**config.mk**
```make
export PLATFORM = sky130hd
export DESIGN_NAME = sgpr_locate
export DESIGN_NICKNAME = d
export VERILOG_FILES = /design/src/hw/rtl/score_glyph_pixel_renderer_core_macros.svh /design/src/hw/rtl/sgpr_pkg.sv /design/src/hw/rtl/sgpr_locate.sv
export SDC_FILE = /design/constraint.sdc
export NUM_CORES = 1
export LEC_CHECK = 0
export CAP_MARGIN = 5
export CORE_ASPECT_RATIO = 1.1
export CORE_UTILIZATION = 44
export CTS_CLUSTER_SIZE = 14
export DETAILED_ROUTE_END_ITERATION = 10
export DONT_BUFFER_PORTS = 1
export PLACE_DENSITY = 0.69
export SETUP_SLACK_MARGIN = 0.02
export SYNTH_ARGS = -nofsm -noshare
export SYNTH_HDL_FRONTEND = slang
export SYNTH_SLANG_ARGS = --single-unit
```
**constraint.sdc**
```tcl
create_clock -name clk -period 2 [get_ports clk]
set_clock_uncertainty 0.15 [all_clocks]
set_input_delay 0.2 -clock clk [delete_from_list [all_inputs] [get_ports clk]]
set_output_delay 0.2 -clock clk [all_outputs]
set_load 0.1 [all_outputs]
```
**src/hw/rtl/score_glyph_pixel_renderer_core_macros.svh**
```systemverilog
// Assertion macros used by the renderer core.
`ifndef SCORE_GLYPH_PIXEL_RENDERER_CORE_MACROS_SVH
`define SCORE_GLYPH_PIXEL_RENDERER_CORE_MACROS_SVH

`ifndef SYNTHESIS

`define SGPR_ASSERT_IMP(lbl, clk_s, rst_s, ante, cons, msg) \
    lbl: assert property (@(posedge clk_s) disable iff (!rst_s) (ante) |-> (cons)) \
        else $error(msg);

`define SGPR_ASSERT_NEXT(lbl, clk_s, rst_s, ante, cons, msg) \
    lbl: assert property (@(posedge clk_s) disable iff (!rst_s) (ante) |=> (cons)) \
        else $error(msg);

`define SGPR_ASSERT_LAT(lbl, clk_s, rst_s, ante, cons, lat, msg) \
    lbl: assert property (@(posedge clk_s) disable iff (!rst_s) (ante) |-> ##(lat) (cons)) \
        else $error(msg);

`else

`define SGPR_ASSERT_IMP(lbl, clk_s, rst_s, ante, cons, msg)
`define SGPR_ASSERT_NEXT(lbl, clk_s, rst_s, ante, cons, msg)
`define SGPR_ASSERT_LAT(lbl, clk_s, rst_s, ante, cons, lat, msg)

`endif

`endif

```
**src/hw/rtl/sgpr_pkg.sv**
```systemverilog
`timescale 1ns / 1ps

package sgpr_pkg;

    localparam int MAX_DIGITS    = 3;
    localparam int MAX_ARROWS    = 3;

    localparam int X_W           = 6;
    localparam int Y_W           = 5;
    localparam int SCORE_W       = 10;
    localparam int COUNT_W       = 2;
    localparam int COLOR_W       = 16;
    localparam int CFG_IDX_W     = 2;

    localparam int GLYPH_W       = 5;
    localparam int GLYPH_H       = 7;
    localparam int GLYPH_PITCH   = 6;
    localparam int ARW_W         = 9;
    localparam int ARW_H         = 7;
    localparam int ARW_PITCH     = 10;
    localparam int DIGIT_ROW     = 15;
    localparam int ARROW_ROW     = 3;
    localparam int LEFT_MID      = 16;
    localparam int RIGHT_MID     = 48;
    localparam int DIVIDER_COL   = 32;
    localparam int DIVIDER_FIRST = 4;
    localparam int DIVIDER_LAST  = 28;
    localparam int DIVIDER_STEP  = 4;
    localparam int GLYPH_COUNT   = 10;
    localparam int PIPE_DEPTH    = 3;

    localparam int SCORE_MAX     = 10 ** MAX_DIGITS - 1;
    localparam int DCNT_W        = $clog2(MAX_DIGITS + 1);
    localparam int ACNT_W        = $clog2(MAX_ARROWS + 1);
    localparam int DSLOT_W       = (MAX_DIGITS > 1) ? $clog2(MAX_DIGITS) : 1;
    localparam int ASLOT_W       = (MAX_ARROWS > 1) ? $clog2(MAX_ARROWS) : 1;
    localparam int DDX_W         = $clog2(GLYPH_PITCH * MAX_DIGITS - 1);
    localparam int ADX_W         = $clog2(ARW_PITCH * MAX_ARROWS - 1);
    localparam int GCOL_W        = $clog2(GLYPH_W);
    localparam int ACOL_W        = $clog2(ARW_W);
    localparam int ROW_W         = $clog2((GLYPH_H > ARW_H) ? GLYPH_H : ARW_H);

    localparam logic [COLOR_W-1:0] WHITE565 = 16'hFFFF;

    localparam logic [CFG_IDX_W-1:0] CFG_LEFT_SCORE   = 2'd0;
    localparam logic [CFG_IDX_W-1:0] CFG_RIGHT_SCORE  = 2'd1;
    localparam logic [CFG_IDX_W-1:0] CFG_SERVE_LEFT   = 2'd2;
    localparam logic [CFG_IDX_W-1:0] CFG_SERVER_COUNT = 2'd3;

    localparam logic [GLYPH_W-1:0] GLYPH_ROWS [GLYPH_COUNT][GLYPH_H] = '{
        '{5'h0E, 5'h11, 5'h13, 5'h15, 5'h19, 5'h11, 5'h0E},
        '{5'h04, 5'h0C, 5'h04, 5'h04, 5'h04, 5'h04, 5'h0E},
        '{5'h0E, 5'h11, 5'h01, 5'h02, 5'h04, 5'h08, 5'h1F},
        '{5'h1F, 5'h02, 5'h04, 5'h02, 5'h01, 5'h11, 5'h0E},
        '{5'h02, 5'h06, 5'h0A, 5'h12, 5'h1F, 5'h02, 5'h02},
        '{5'h1F, 5'h10, 5'h1E, 5'h01, 5'h01, 5'h11, 5'h0E},
        '{5'h06, 5'h08, 5'h10, 5'h1E, 5'h11, 5'h11, 5'h0E},
        '{5'h1F, 5'h01, 5'h02, 5'h04, 5'h08, 5'h08, 5'h08},
        '{5'h0E, 5'h11, 5'h11, 5'h0E, 5'h11, 5'h11, 5'h0E},
        '{5'h0E, 5'h11, 5'h11, 5'h0F, 5'h01, 5'h02, 5'h0C}
    };

    // Right-pointing arrow, MSB is the leftmost column
    localparam logic [ARW_W-1:0] ARROW_ROWS [ARW_H] = '{
        9'h008, 9'h00C, 9'h1FE, 9'h1FF, 9'h1FE, 9'h00C, 9'h008
    };

    typedef logic [3:0] digit_t;

    typedef struct packed {
        logic [X_W-1:0] pixel_x;
        logic [Y_W-1:0] pixel_y;
    } in_item_t;

    typedef struct packed {
        logic               lit;
        logic [COLOR_W-1:0] pixel_color;
    } out_item_t;

    typedef struct packed {
        digit_t [MAX_DIGITS-1:0] digits;
        logic [DCNT_W-1:0]       count;
        logic [X_W-1:0]          start;
    } score_layout_t;

    typedef struct packed {
        score_layout_t       left;
        score_layout_t       right;
        logic                mirror;
        logic [ACNT_W-1:0]   arrows;
        logic [X_W-1:0]      arrow_start;
    } layout_t;

    typedef struct packed {
        logic             div_hit;
        logic             l_hit;
        logic [DDX_W-1:0] l_dx;
        logic             r_hit;
        logic [DDX_W-1:0] r_dx;
        logic             a_hit;
        logic [ADX_W-1:0] a_dx;
        logic [ROW_W-1:0] drow;
        logic [ROW_W-1:0] arow;
    } stage1_t;

    typedef struct packed {
        logic              div_hit;
        logic              l_hit;
        digit_t            l_code;
        logic [GCOL_W-1:0] l_col;
        logic              r_hit;
        digit_t            r_code;
        logic [GCOL_W-1:0] r_col;
        logic              a_hit;
        logic [ACOL_W-1:0] a_col;
        logic [ROW_W-1:0]  drow;
        logic [ROW_W-1:0]  arow;
    } stage2_t;

    function automatic score_layout_t score_layout(input logic [SCORE_W-1:0] score,
                                                   input int mid);
        score_layout_t lay;
        int            rem;
        int            p;
        int            q;
        int            n;
        digit_t        d [MAX_DIGITS];
        rem = (int'(score) > SCORE_MAX) ? SCORE_MAX : int'(score);
        for (int i = MAX_DIGITS - 1; i >= 0; i--)
        begin
            p = 1;
            for (int j = 0; j < i; j++)
            begin
                p = p * 10;
            end
            q = 0;
            for (int k = 1; k < 10; k++)
            begin
                if (rem >= k * p)
                begin
                    q = k;
                end
            end
            rem  = rem - q * p;
            d[i] = 4'(q);
        end
        n = 1;
        for (int i = 1; i < MAX_DIGITS; i++)
        begin
            if (d[i] != '0)
            begin
                n = i + 1;
            end
        end
        lay.digits = '0;
        for (int j = 0; j < MAX_DIGITS; j++)
        begin
            if (j < n)
            begin
                lay.digits[j] = d[n - 1 - j];
            end
        end
        lay.count = DCNT_W'(n);
        lay.start = X_W'(mid - (GLYPH_PITCH / 2) * n);
        return lay;
    endfunction

    function automatic logic [GLYPH_W-1:0] glyph_row(input digit_t code,
                                                     input logic [ROW_W-1:0] row);
        logic [GLYPH_W-1:0] bits;
        bits = '0;
        if (int'(code) < GLYPH_COUNT && int'(row) < GLYPH_H)
        begin
            bits = GLYPH_ROWS[code][row];
        end
        return bits;
    endfunction

    function automatic logic [ARW_W-1:0] arrow_row(input logic [ROW_W-1:0] row);
        logic [ARW_W-1:0] bits;
        bits = '0;
        if (int'(row) < ARW_H)
        begin
            bits = ARROW_ROWS[row];
        end
        return bits;
    endfunction

endpackage

```
**src/hw/rtl/sgpr_locate.sv**
```systemverilog
`timescale 1ns / 1ps

module sgpr_locate (
    input  logic                clk,
    input  logic                rst_n,
    input  logic                in_valid,
    input  sgpr_pkg::in_item_t  in_item,
    input  sgpr_pkg::layout_t   layout,
    output logic                s2_valid,
    output sgpr_pkg::stage2_t   s2
);
    import sgpr_pkg::*;

    logic           s1_valid_reg;
    stage1_t        s1_reg;
    stage1_t        s1_next;
    logic           s2_valid_reg;
    stage2_t        s2_reg;
    stage2_t        s2_next;

    logic [X_W-1:0] l_dx_full;
    logic [X_W-1:0] r_dx_full;
    logic [X_W-1:0] a_dx_full;
    logic [Y_W-1:0] py;
    logic [X_W-1:0] px;
    logic           drow_ok;
    logic           arow_ok;

    logic [DSLOT_W-1:0] l_slot;
    logic [DSLOT_W-1:0] r_slot;
    logic [ASLOT_W-1:0] a_slot;
    logic [DDX_W-1:0]   l_col;
    logic [DDX_W-1:0]   r_col;
    logic [ADX_W-1:0]   a_col;

    function automatic logic [DSLOT_W-1:0] digit_slot(input logic [DDX_W-1:0] dx);
        logic [DSLOT_W-1:0] slot;
        slot = '0;
        for (int k = 1; k < MAX_DIGITS; k++)
        begin
            if (int'(dx) >= k * GLYPH_PITCH)
            begin
                slot = DSLOT_W'(k);
            end
        end
        return slot;
    endfunction

    function automatic logic [ASLOT_W-1:0] arrow_slot(input logic [ADX_W-1:0] dx);
        logic [ASLOT_W-1:0] slot;
        slot = '0;
        for (int k = 1; k < MAX_ARROWS; k++)
        begin
            if (int'(dx) >= k * ARW_PITCH)
            begin
                slot = ASLOT_W'(k);
            end
        end
        return slot;
    endfunction

    // Stage one: band and span tests, offsets into each group
    always_comb
    begin
        px        = in_item.pixel_x;
        py        = in_item.pixel_y;
        drow_ok   = (py >= Y_W'(DIGIT_ROW)) && (py < Y_W'(DIGIT_ROW + GLYPH_H));
        arow_ok   = (py >= Y_W'(ARROW_ROW)) && (py < Y_W'(ARROW_ROW + ARW_H));
        l_dx_full = px - layout.left.start;
        r_dx_full = px - layout.right.start;
        a_dx_full = px - layout.arrow_start;

        s1_next.div_hit = (px == X_W'(DIVIDER_COL))
                        && (py >= Y_W'(DIVIDER_FIRST)) && (py <= Y_W'(DIVIDER_LAST))
                        && ((py % DIVIDER_STEP) == '0);
        s1_next.l_hit   = drow_ok && (px >= layout.left.start)
                        && (l_dx_full < X_W'(GLYPH_PITCH * int'(layout.left.count) - 1));
        s1_next.r_hit   = drow_ok && (px >= layout.right.start)
                        && (r_dx_full < X_W'(GLYPH_PITCH * int'(layout.right.count) - 1));
        s1_next.a_hit   = arow_ok && (layout.arrows != '0) && (px >= layout.arrow_start)
                        && (a_dx_full < X_W'(ARW_PITCH * int'(layout.arrows) - 1));
        s1_next.l_dx    = l_dx_full[DDX_W-1:0];
        s1_next.r_dx    = r_dx_full[DDX_W-1:0];
        s1_next.a_dx    = a_dx_full[ADX_W-1:0];
        s1_next.drow    = ROW_W'(py - Y_W'(DIGIT_ROW));
        s1_next.arow    = ROW_W'(py - Y_W'(ARROW_ROW));
    end

    // Stage two: slot within group, column within glyph, digit code
    always_comb
    begin
        l_slot = digit_slot(s1_reg.l_dx);
        r_slot = digit_slot(s1_reg.r_dx);
        a_slot = arrow_slot(s1_reg.a_dx);
        l_col  = DDX_W'(int'(s1_reg.l_dx) - GLYPH_PITCH * int'(l_slot));
        r_col  = DDX_W'(int'(s1_reg.r_dx) - GLYPH_PITCH * int'(r_slot));
        a_col  = ADX_W'(int'(s1_reg.a_dx) - ARW_PITCH * int'(a_slot));

        s2_next.div_hit = s1_reg.div_hit;
        s2_next.l_hit   = s1_reg.l_hit && (l_col < DDX_W'(GLYPH_W));
        s2_next.r_hit   = s1_reg.r_hit && (r_col < DDX_W'(GLYPH_W));
        s2_next.a_hit   = s1_reg.a_hit && (a_col < ADX_W'(ARW_W));
        s2_next.l_code  = layout.left.digits[l_slot];
        s2_next.r_code  = layout.right.digits[r_slot];
        s2_next.l_col   = l_col[GCOL_W-1:0];
        s2_next.r_col   = r_col[GCOL_W-1:0];
        s2_next.a_col   = a_col[ACOL_W-1:0];
        s2_next.drow    = s1_reg.drow;
        s2_next.arow    = s1_reg.arow;
    end

    always_ff @(posedge clk or negedge rst_n)
    begin
        if (!rst_n)
        begin
            s1_valid_reg <= 1'b0;
            s2_valid_reg <= 1'b0;
        end
        else
        begin
            s1_valid_reg <= in_valid;
            s2_valid_reg <= s1_valid_reg;
        end
    end

    always_ff @(posedge clk)
    begin
        s1_reg <= s1_next;
        s2_reg <= s2_next;
    end

    assign s2_valid = s2_valid_reg;
    assign s2       = s2_reg;

endmodule

```
After elaboration in Yosys (flattened, before gate mapping):

Index checks and enable logic that the tools add are counted.

* add/subtract/negate cells: 11
* multipliers: 6
* divide/modulo/power cells: 0
* order comparisons: 23
* eq/ne operators: 1
* shift operators: 0
* multiplexer cells: 10
* bitwise operators: 0
* reduce and logical (&&, ||, !) cells: 17

Operator list (number)
* $logic_not 32->1: 1
* $ge 5x4->1 const B: 4
* $ge 6x6->1: 3
* $lt 6x6->1: 3
* $sub 6x6->6: 3
* $bmux 4 s2: 2
* $mul 2x2->4 const A: 4
* $ge 5x3->1 const B: 3
* $logic_and 1x1->1: 15
* $sub 5x5->5: 3
* $sub 5x1->6 const B: 2
* $lt 5x3->1 const B: 2
* $lt 5x4->1 const B: 2
* $mux 4: 2
* $eq 6x6->1 const B: 1
* $lt 2x3->1 const B: 2
* $mux 2: 3
* $sub 6x1->6 const B: 1
* $ge 5x2->1 const B: 1
* $ge 5x5->1 const B: 1
* $le 5x5->1 const B: 1
* $lt 5x5->1 const B: 1
* $mul 3x2->5 const A: 1
* $mul 3x2->4 const A: 1
* other kinds (4): 6

* flip-flop bits (word level): 55
* latch bits: 0
* bits in writable memories: 0
* ROM bits: 0
* input port bits: 63
* output and inout bits: 29
* word-level logic and storage cells: 90
* memories kept: 0

Depth between registers and ports, before layout:

Gate-level depths: netlist (run 1).

* depth in word-level cells: 7
* depth in mapped cells: 12
* depth with buffers taken out: 12

Worst setup path before layout (run 1):

OpenSTA, ideal clock, no wires.

* kind: input -> register
* from: input port in_item[5] (netlist bit)
* to: register s1_reg[23] (netlist bit)
* setup time: 0.086 ns
* arrival time: 2.100 ns
* required time: 1.764 ns
* slack: -0.336 ns
* stages: 12
* buffers on the path: 0
* cells stage by stage: inv_1 -> ha_1 -> fa_1 -> nor2b_1 -> o21a_1 -> nor2_1 -> xnor2_1 -> ha_1 -> nand2_1 -> a21oi_1 -> a211o_1 -> a221oi_2

RTL lines
* start: declaration: line sgpr_locate.sv:7 `input sgpr_pkg::in_item_t in_item,`
* end signal: assignment: line sgpr_locate.sv:128 `s1_reg <= s1_next;`
* end: declaration: line sgpr_locate.sv:15 `stage1_t s1_reg;`

==> summary.md, run 1 <==
| Metric | Value |
|---|---|
| Run status | `finished with violations` |
| Violated checks | `setup timing` |
| Critical path startpoint category | `input pin` |
| Final Util | `62.55%` |
| Slowest CP cell | `fa_2` |
| Antenna viol nets, final | `0` |
| Slew Viols, Final | `0` |
| Crit path capture type | `flip-flop` |
| Routability Congestion | `0.8228` |
| FFs w/ async S/R, synth | `3.922%` |
| Iter 0 DRT Violations | `109` |
| Average size of a mapped cell | `9.314 um2` |
| R2r startpoint | `s1_reg[8]` |
| Fin crit period | `2.046 ns` |
| Crit path largest cell delay | `0.35 ns` |
| Seq/Total Area, Yosys | `33.65%` |
| Crit path kind | `in2reg` |
| Clk pin slew, worst setup/hold paths | `0.09 ns` |
| Prevailing post-synth register cell | `dfxtp_1` |
| Register area | `1042 um2` |
| Slew headroom | `63.98%` |
| First-pass GRT wire length | `11070 um` |
| Vias per cell | `5.057` |
| P&R area growth vs syn | `36.18%` |
| Synth Net Count | `449` |
| Clock power frac | `18.2%` |
| DRC | `0` |
| Pre-CTS setup slack | `-0.3583 ns` |
| I/O Pins | `92` |
| Top cells by area, synth | `dfxtp_1 32%, ha_1 21%, inv_1 7.1%` |
| Max Cap Viol | `0` |
| Cell Area, Placed | `3602 um2` |
| RSZ-0062 raised after global routing | `true` |
| Largest net degree at the start of global routing | `17` |
| Via Count | `2574` |
| Pwr dens | `1095 nW/um2` |
| Mapped Cells | `329` |
| Initial cell density of the core | `45.93%` |
| Worst Hold Class | `in2reg` |
| Row count | `31` |
| R2r endpoint | `s2[10]` |
| Max VDD drop | `1.081 mV` |
| Register share of total power | `28.8%` |
| # setup viols final | `1` |
| Total CTS buffers | `5` |
| Routed WL | `6737 um` |
| Sink of the worst hold path | `s1_reg[24]` |
| Yosys warns | `0` |
| Final Hold Fails | `0` |
| Worst-Margin Slew | `0.5448 ns` |
| Total GRT Usage | `19.80%` |
| Die Ht | `89.53 um` |
| Combinational Power Share | `53.0%` |
| Net Sw Power | `2.024 mW` |
| Final net count | `546` |
| Post-DR wirelength/cell | `13.24 um` |
| Core ar. | `6671 um2` |
| Initial antenna violation count | `0` |
| Pleak | `2.001 nW` |
| Synth Register Bits | `51` |
| Hold depth | `2` |
| Setup total negative slack | `-0.04608 ns` |
| Clk sinks | `51` |
| Number of inserted diodes | `0` |
| Worst-skew pair later-pin latency | `0.30 ns` |
| Sw frac | `44.29%` |
| Hold WS | `0.01320 ns` |
| GR Overflow Total | `0` |
| Drt pass-1 iters | `4` |
| Yosys top cell area share | `32.01%` |
| Pint | `2.545 mW` |
| FMAX | `488.7 MHz` |
| R2R cell count | `9` |
| Port buffer count | `0` |
| Post-synth EDFFs | `0` |
| Root Buffer | `clkbuf_8` |
| Required @ worst endpoint | `2.06 ns` |
| R2R Setup Slk | `0 ns` |
| H-tree depth | `2` |
| Yosys top cell by area | `dfxtp_1` |
| Die Area | `7302 um2` |
| CTS tree | `built` |
| Synth Cell Area | `3064 um2` |
| Largest register FFs | `26` |
| Vias in the first global route | `2636` |
| Die W | `81.57 um` |
| CP Data Arrival Time | `2.11 ns` |
| Distinct cells, synth | `42` |
| Fin worst setup slack | `-0.04608 ns` |
| Post-route cell area | `4173 um2` |
| Fillers | `571` |
| Area of the multi-input gates | `1884 um2` |
| CTS max path bufs | `2` |
| Fin crit share | `102.3%` |
| CP Cell Sequence | `inv_12 -> ha_4 -> fa_2 -> nor2b_2 -> o21a_1 -> nor2_1 -> xnor2_1 -> ha_1 -> nand2_1 -> a21oi_1 -> a211o_1 -> a221oi_2` |
| Share of layout cells above drive strength 1 | `23.19%` |
| HPWL after DPL | `5220 um` |
| CP max FO | `3` |
| Hold Crit Start | `in_item[4]` |
## layout by cell type, fill, tap and decap left out, types with 3 or more instances in the layout
master,instances
o21a_1,8
mux2i_1,8
buf_4,58
fa_2,3
o21ai_1,3
ha_1,47
xnor2_1,7
nor2_1,24
o31ai_1,3
nor3_1,8
xor2_1,5
o21ai_0,7
dlygate4sd3_1,33
dfxtp_2,9
dfxtp_1,40
nand3b_1,4
nand2_1,7
a21oi_1,17
a21oi_2,5
fa_1,3
inv_1,55
or3_1,3
nand2b_1,3
clkbuf_8,5
o211ai_1,3
ha_4,3
nor2b_1,11
nand3_1,4
## cells in the mapped netlist, types with 3 or more instances
library cell  number
inv_1             58
ha_1              51
dfxtp_1           49
nor2_1            24
a21oi_1           20
nor2b_1           12
o21ai_0           10
mux2i_1            8
nor3_1             8
o21a_1             8
xnor2_1            8
nand2_1            7
fa_1               6
xor2_1             5
nand3_1            4
nand3b_1           4
nand2b_1           3
nor4b_1            3
o211ai_1           3
o31ai_1            3
or3_1              3
## metal layers
metal	global-route usage, %	vias to the layer above	routed length (um)
met1	21.04	1180	2785
met3	4.592	12	365
met4	6.818	0	119
li1	-	1309	-
met2	37.73	73	3467
met5	0	-	0
## cell families (layout without fill, tap and decap cells)
logic type	count (synthesis)	count (layout)	share of synthesized area (%)
xor+xnor	13	13	3.716
simple gates	77	77	13.39
flops	51	51	33.65
buf+inv	60	158	7.595
compound gates	63	63	14.29
mux	8	8	2.613
fa+ha+maj	57	57	24.74
## critical path, delay by kind of cell
family          cells  cell delay [ns]
buf+inv             1             0.02
simple gates        3             0.26
compound gates      4             0.67
fa+ha+maj           3             0.76
xor+xnor            1             0.19
## power groups by stage
stage | Sequential [mW] | Combinational, mW | Clock (mW)
floorplan | 2.27 | 0.760 | 0
global placement | 1.32 | 2.18 | 0
detailed placement | 1.33 | 2.22 | 0
CTS | 1.31 | 2.36 | 0.857
global route | 1.34 | 2.60 | 0.890
finish | 1.31 | 2.42 | 0.831
## area by class of cell
class                      instances  share of cell area (%)
clock buffer                       5                   1.649
clock inverter                     3                   1.619
inverter                          58                   5.517
sequential                        51                   24.98
multi-input combinational        218                   45.16
tap                               82                   2.459
timing repair buffer              92                   18.62
## through the flow
stage / total power, mW / cells
after detailed placement: 3.555 / 463
final: 4.569 / 509
after CTS: 4.527 / 506
after global placement: 3.502 / 463
after global routing: 4.830 / 509
after floorplan: 3.029 / 329
## worst max-delay path by stage
stage,from,slack (ns),depth (start not counted),end
3_5_place_dp,in_item[5],-0.36,12,s1_reg[17]
3_3_place_gp,layout[1],-0.28,10,s1_reg[11]
6_report,in_item[5],-0.05,12,s1_reg[17]
4_1_cts,in_item[5],-0.02,12,s1_reg[23]
2_1_floorplan,in_item[5],-0.21,12,s1_reg[17]
5_1_grt,in_item[5],-0.15,12,s1_reg[17]
## timing repair
item                                    4_1_cts  5_1_grt
gates resized for setup                       5       17
pin swaps                                    20       16
endpoints found under the setup margin        5        6
buffers inserted                              2        3
hold buffers                                 33        0
endpoints found under the hold margin        22        0
Note: power is estimated with default switching activity, not from simulation.
==> inputs of run 2 (changes only) <==
==> constraint.sdc (replaced) <==
create_clock -name clk -period 2 [get_ports clk]
set_clock_uncertainty 0.15 [all_clocks]
set_input_delay 0.1 -clock clk [delete_from_list [all_inputs] [get_ports clk]]
set_output_delay 0.1 -clock clk [all_outputs]
set_load 0.1 [all_outputs]
==> summary.md, run 2 (synthesized netlist as in run 1, its figures left out) <==
| Metric | Value |
|---|---|
| Run status | `complete, no violations` |
| R2R cell count | `8` |
| Antenna viol nets, final | `0` |
| # setup viols final | `0` |
| Core ar. | `6671 um2` |
| Post-route cell area | `4194 um2` |
| Clk sinks | `51` |
| Hold WS | `0.03682 ns` |
| Crit path kind | `reg2reg` |
| Register area | `1050 um2` |
| Required @ worst endpoint | `2.05 ns` |
| Slew Viols, Final | `0` |
| Routed WL | `6843 um` |
| Fin crit period | `1.990 ns` |
| Row count | `31` |
| Max VDD drop | `1.106 mV` |
| DRC | `0` |
| R2R Setup Slk | `0.01 ns` |
| Initial cell density of the core | `45.93%` |
| Fin crit share | `99.51%` |
| Worst-Margin Slew | `0.5467 ns` |
| Largest register FFs | `26` |
| Sink of the worst hold path | `s1_reg[14]` |
| Cell Area, Placed | `3565 um2` |
| Vias in the first global route | `2624` |
| R2r endpoint | `s2[10]` |
| CP max FO | `2` |
| First-pass GRT wire length | `11010 um` |
| Total GRT Usage | `19.85%` |
| Root Buffer | `clkbuf_8` |
| Area of the multi-input gates | `1934 um2` |
| CTS tree | `built` |
| Via Count | `2576` |
| Routability Congestion | `0.8246` |
| Total CTS buffers | `5` |
| Crit path largest cell delay | `0.41 ns` |
| Slowest CP cell | `fa_1` |
| Port buffer count | `0` |
| RSZ-0062 raised after global routing | `true` |
| Die Ht | `89.53 um` |
| Pwr dens | `1067 nW/um2` |
| Iter 0 DRT Violations | `64` |
| Worst-skew pair later-pin latency | `0.30 ns` |
| CP Data Arrival Time | `2.04 ns` |
| Final Hold Fails | `0` |
| Share of layout cells above drive strength 1 | `23.58%` |
| GR Overflow Total | `0` |
| FMAX | `502.5 MHz` |
| Hold Crit Start | `in_item[7]` |
| Final net count | `543` |
| R2r startpoint | `s1_reg[7]` |
| Max Cap Viol | `0` |
| Post-DR wirelength/cell | `13.52 um` |
| Slew headroom | `63.85%` |
| Pleak | `1.992 nW` |
| Setup total negative slack | `0 ns` |
| Crit path capture type | `flip-flop` |
| Die W | `81.57 um` |
| Clk pin slew, worst setup/hold paths | `0.09 ns` |
| Fillers | `549` |
| CTS max path bufs | `2` |
| Most frequent cells in the layout | `56 x inv_1, 51 x buf_4, 46 x ha_1, 38 x dfxtp_1, 37 x dlygate4sd3_1` |
| I/O Pins | `92` |
| Worst Hold Class | `in2reg` |
| Power, Total | `4.476 mW` |
| CP Cell Sequence | `o211ai_1 -> and2_4 -> inv_2 -> ha_4 -> fa_1 -> xnor2_2 -> o31ai_1 -> and4b_1` |
| Vias per cell | `5.091` |
| H-tree depth | `2` |
| Hold depth | `3` |
| Number of inserted diodes | `0` |
| Critical path startpoint category | `flip-flop` |
| HPWL after DPL | `5138 um` |
| Largest net degree at the start of global routing | `17` |
| Most common cell after layout, fill and taps aside | `inv_1` |
| Drt pass-1 iters | `4` |
| Initial antenna violation count | `0` |
| Die Area | `7302 um2` |
| P&R area growth vs syn | `36.87%` |
## run 2: power by group
group	total (mW)	switching, mW	internal, mW
Clock	0.712	0.339	0.373
Sequential	1.33	0.102	1.22
Combinational	2.44	1.60	0.839
## run 2: what timing repair did
| action | 4_1_cts | 5_1_grt |
|---|---|---|
| endpoints found under the setup margin | 3 | 7 |
| buffers inserted | 0 | 3 |
| cloned | 0 | 0 |
| gates resized for setup | 10 | 24 |
| hold buffers | 37 | 0 |
| pin swaps | 6 | 20 |
| hold endpoints to repair | 25 | 0 |
## run 2: how the worst max path moves through the flow
stage,from,endpoint,slack (ns),depth (start not counted)
final,s1_reg[7],s2[10],0.01,8
after floorplan,in_item[5],s1_reg[17],-0.11,12
after detailed placement,in_item[5],s1_reg[17],-0.25,12
after CTS,s1_reg[8],s2[10],0.01,8
after global routing,s1_reg[7],s2[10],-0.08,8
after global placement,layout[1],s1_reg[11],-0.17,10
## run 2: stage by stage
| stage | std cells | util, % | setup slack (ns) |
|---|---|---|---|
| floorplan | 329 | - | -0.1088 |
| global placement | 458 | 53.43 | -0.1706 |
| detailed placement | 458 | 53.43 | -0.2456 |
| CTS | 503 | 61.01 | 0.01435 |
| global route | 506 | 62.87 | -0.08225 |
| finish | 506 | 62.87 | 0.009764 |
## run 2: metal layers
layer / up-vias / track usage [%] / wire, um
li1: 1312 / - / -
met1: 1174 / 20.19 / 2748
met2: 77 / 38.11 / 3511
met3: 13 / 4.796 / 423
met4: 0 / 8.279 / 161
met5: - / 0 / 0
## run 2: cell type report
class / count / share of cell area [%]
timing repair buffer: 89 / 18.23
clock buffer: 5 / 1.641
tap: 82 / 2.446
inverter: 58 / 5.489
multi-input combinational: 218 / 46.12
sequential: 51 / 25.03
clock inverter: 3 / 1.044
## run 2: worst max-delay path: cells and delay by family (launching register included)
family / cells / cell delay, ns
XOR/XNOR: 1 / 0.17
buffers and inverters: 1 / 0.04
AO/OA/AOI/OAI: 2 / 0.27
flip-flops: 1 / 0.33
AND/OR/NAND/NOR: 2 / 0.36
adder cells (fa/ha/maj): 2 / 0.56
==> inputs of run 3 (changes only) <==
--- a/config.mk
+++ b/config.mk
@@ -7,6 +7,7 @@
 export LEC_CHECK = 0
 export CAP_MARGIN = 5
 export CORE_ASPECT_RATIO = 1.1
+export CORE_MARGIN = 5
 export CORE_UTILIZATION = 44
 export CTS_CLUSTER_SIZE = 14
 export DETAILED_ROUTE_END_ITERATION = 10
==> summary.md, run 3 (synthesized netlist as in run 1, its figures left out) <==
| Metric | Value |
|---|---|
| Slowest CP cell | `fa_1` |
| Final net count | `545` |
| Iter 0 DRT Violations | `82` |
| Crit path capture type | `flip-flop` |
| Core ar. | `6887 um2` |
| Total GRT Usage | `16.50%` |
| CP delay by family, top | `adder cells` |
| Required @ worst endpoint | `2.07 ns` |
| Total CTS buffers | `5` |
| Row count | `32` |
| Fin crit share | `100.4%` |
| First-pass GRT wire length | `11360 um` |
| Most common cell after layout, fill and taps aside | `inv_1` |
| Crit path largest cell delay | `0.42 ns` |
| GR Overflow Total | `0` |
| Run status | `finished with violations` |
| Largest net degree at the start of global routing | `19` |
| Final Hold Fails | `0` |
| Number of inserted diodes | `0` |
| Slew Viols, Final | `0` |
| Fin crit period | `2.008 ns` |
| Routed WL | `7267 um` |
| Hold WS | `0.01217 ns` |
| Antenna viol nets, final | `0` |
| CTS tree | `built` |
| Port buffer count | `0` |
| Worst Hold Class | `in2reg` |
| RSZ-0062 raised after global routing | `true` |
| Violated checks | `setup timing` |
| GR peak layer | `met2` |
| Clk sinks | `51` |
| Final Util | `60.50%` |
| Die Area | `8735 um2` |
| Vias in the first global route | `2643` |
| CP Data Arrival Time | `2.08 ns` |
| HPWL after DPL | `5723 um` |
| R2R Setup Slk | `-0.008 ns` |
| Die Ht | `97.53 um` |
| Initial antenna violation count | `0` |
| Max Cap Viol | `0` |
| P&R area growth vs syn | `35.97%` |
| Max VDD drop | `0.7563 mV` |
| Setup total negative slack | `-0.007511 ns` |
| Die W | `89.57 um` |
| DRC | `0` |
| Via Count | `2531` |
| GRT met3 Usage | `4.411%` |
| Routability Congestion | `0.8162` |
| Slew headroom | `63.72%` |
| Crit path kind | `reg2reg` |
| Clk pin slew, worst setup/hold paths | `0.10 ns` |
| Post-route cell area | `4167 um2` |
| Vias per cell | `4.953` |
| Most frequent cells in the layout | `55 x inv_1, 54 x buf_4, 46 x ha_1, 38 x dfxtp_1, 33 x dlygate4sd3_1` |
| Root Buffer | `clkbuf_8` |
| GR Layer Usage met1 | `18.23%` |
| Largest register FFs | `26` |
| Post-DR wirelength/cell | `14.22 um` |
| CP max FO | `2` |
| Drt pass-1 iters | `4` |
| CTS max path bufs | `2` |
| # setup viols final | `1` |
| Fin worst setup slack | `-0.007511 ns` |
| Worst Path Buf+Inv | `1` |
| Worst-skew pair later-pin latency | `0.31 ns` |
| Pleak | `1.998 nW` |
| H-tree depth | `2` |
| Initial cell density of the core | `44.49%` |
| I/O Pins | `92` |
| Cell Area, Placed | `3598 um2` |
| Share of layout cells above drive strength 1 | `23.71%` |
| Pwr dens | `1059 nW/um2` |
| Worst-Margin Slew | `0.5487 ns` |
| Critical path startpoint category | `flip-flop` |
| CP Cell Sequence | `o211ai_1 -> and2_4 -> inv_2 -> ha_4 -> fa_1 -> xnor2_2 -> o31ai_2 -> and4b_1` |
| FMAX | `498.1 MHz` |
| Met2 usage | `29.84%` |
## run 3: final cells by class
class / count / area (um2)
Clock buffer: 5 / 68.82
Multi-Input combinational cell: 218 / 1898
Inverter: 58 / 230.2
Timing Repair Buffer: 91 / 792.0
Sequential cell: 51 / 1045
Fill cell: 580 / 2720
Tap cell: 85 / 106.4
Clock inverter: 3 / 26.28
## run 3: through the flow
step / power (mW) / instances / worst slack [ns]
2_1_floorplan: 3.029 / 329 / -0.1088
3_3_place_gp: 3.502 / 465 / -0.1678
3_5_place_dp: 3.558 / 465 / -0.2718
4_1_cts: 4.330 / 509 / -0.02458
5_1_grt: 4.668 / 511 / -0.09230
6_report: 4.411 / 511 / -0.007511
## run 3: repair_timing
item / in CTS / in global routing
pin swaps: 4 / 16
hold endpoints to repair: 25 / 0
setup endpoints to repair: 3 / 7
setup buffers: 1 / 2
gates resized for setup: 8 / 22
hold buffers: 35 / 0
## run 3: path summary, 6_finish.rpt
check                            from      endpoint  cells past startpoint
setup / recovery            s1_reg[7]        s2[10]                      8
setup reg to reg            s1_reg[7]        s2[10]                      8
hold / removal             in_item[7]    s1_reg[14]                      3
hold reg to reg             s1_reg[0]         s2[0]                      0
max in group asynchronous       rst_n  s1_valid_reg                      2
min in group asynchronous       rst_n      s2_valid                      2
## run 3: layer usage
metal / share of wire [%] / up-vias
met4: 1.5 / 0
met3: 7.5 / 9
li1: - / 1308
met2: 52 / 65
met5: 0 / -
met1: 39 / 1149
## run 3: where the power goes
part           switching [mW]  total (mW)  internal, mW
logic                    1.61        2.46         0.853
registers              0.0944        1.32          1.22
clock network           0.374       0.632         0.258
total                    2.08        4.41          2.33
## run 3: worst min-delay path: stages
cell	delay (ns)
ha_1	0.13
buf_4	0.12
xnor2_1	0.08
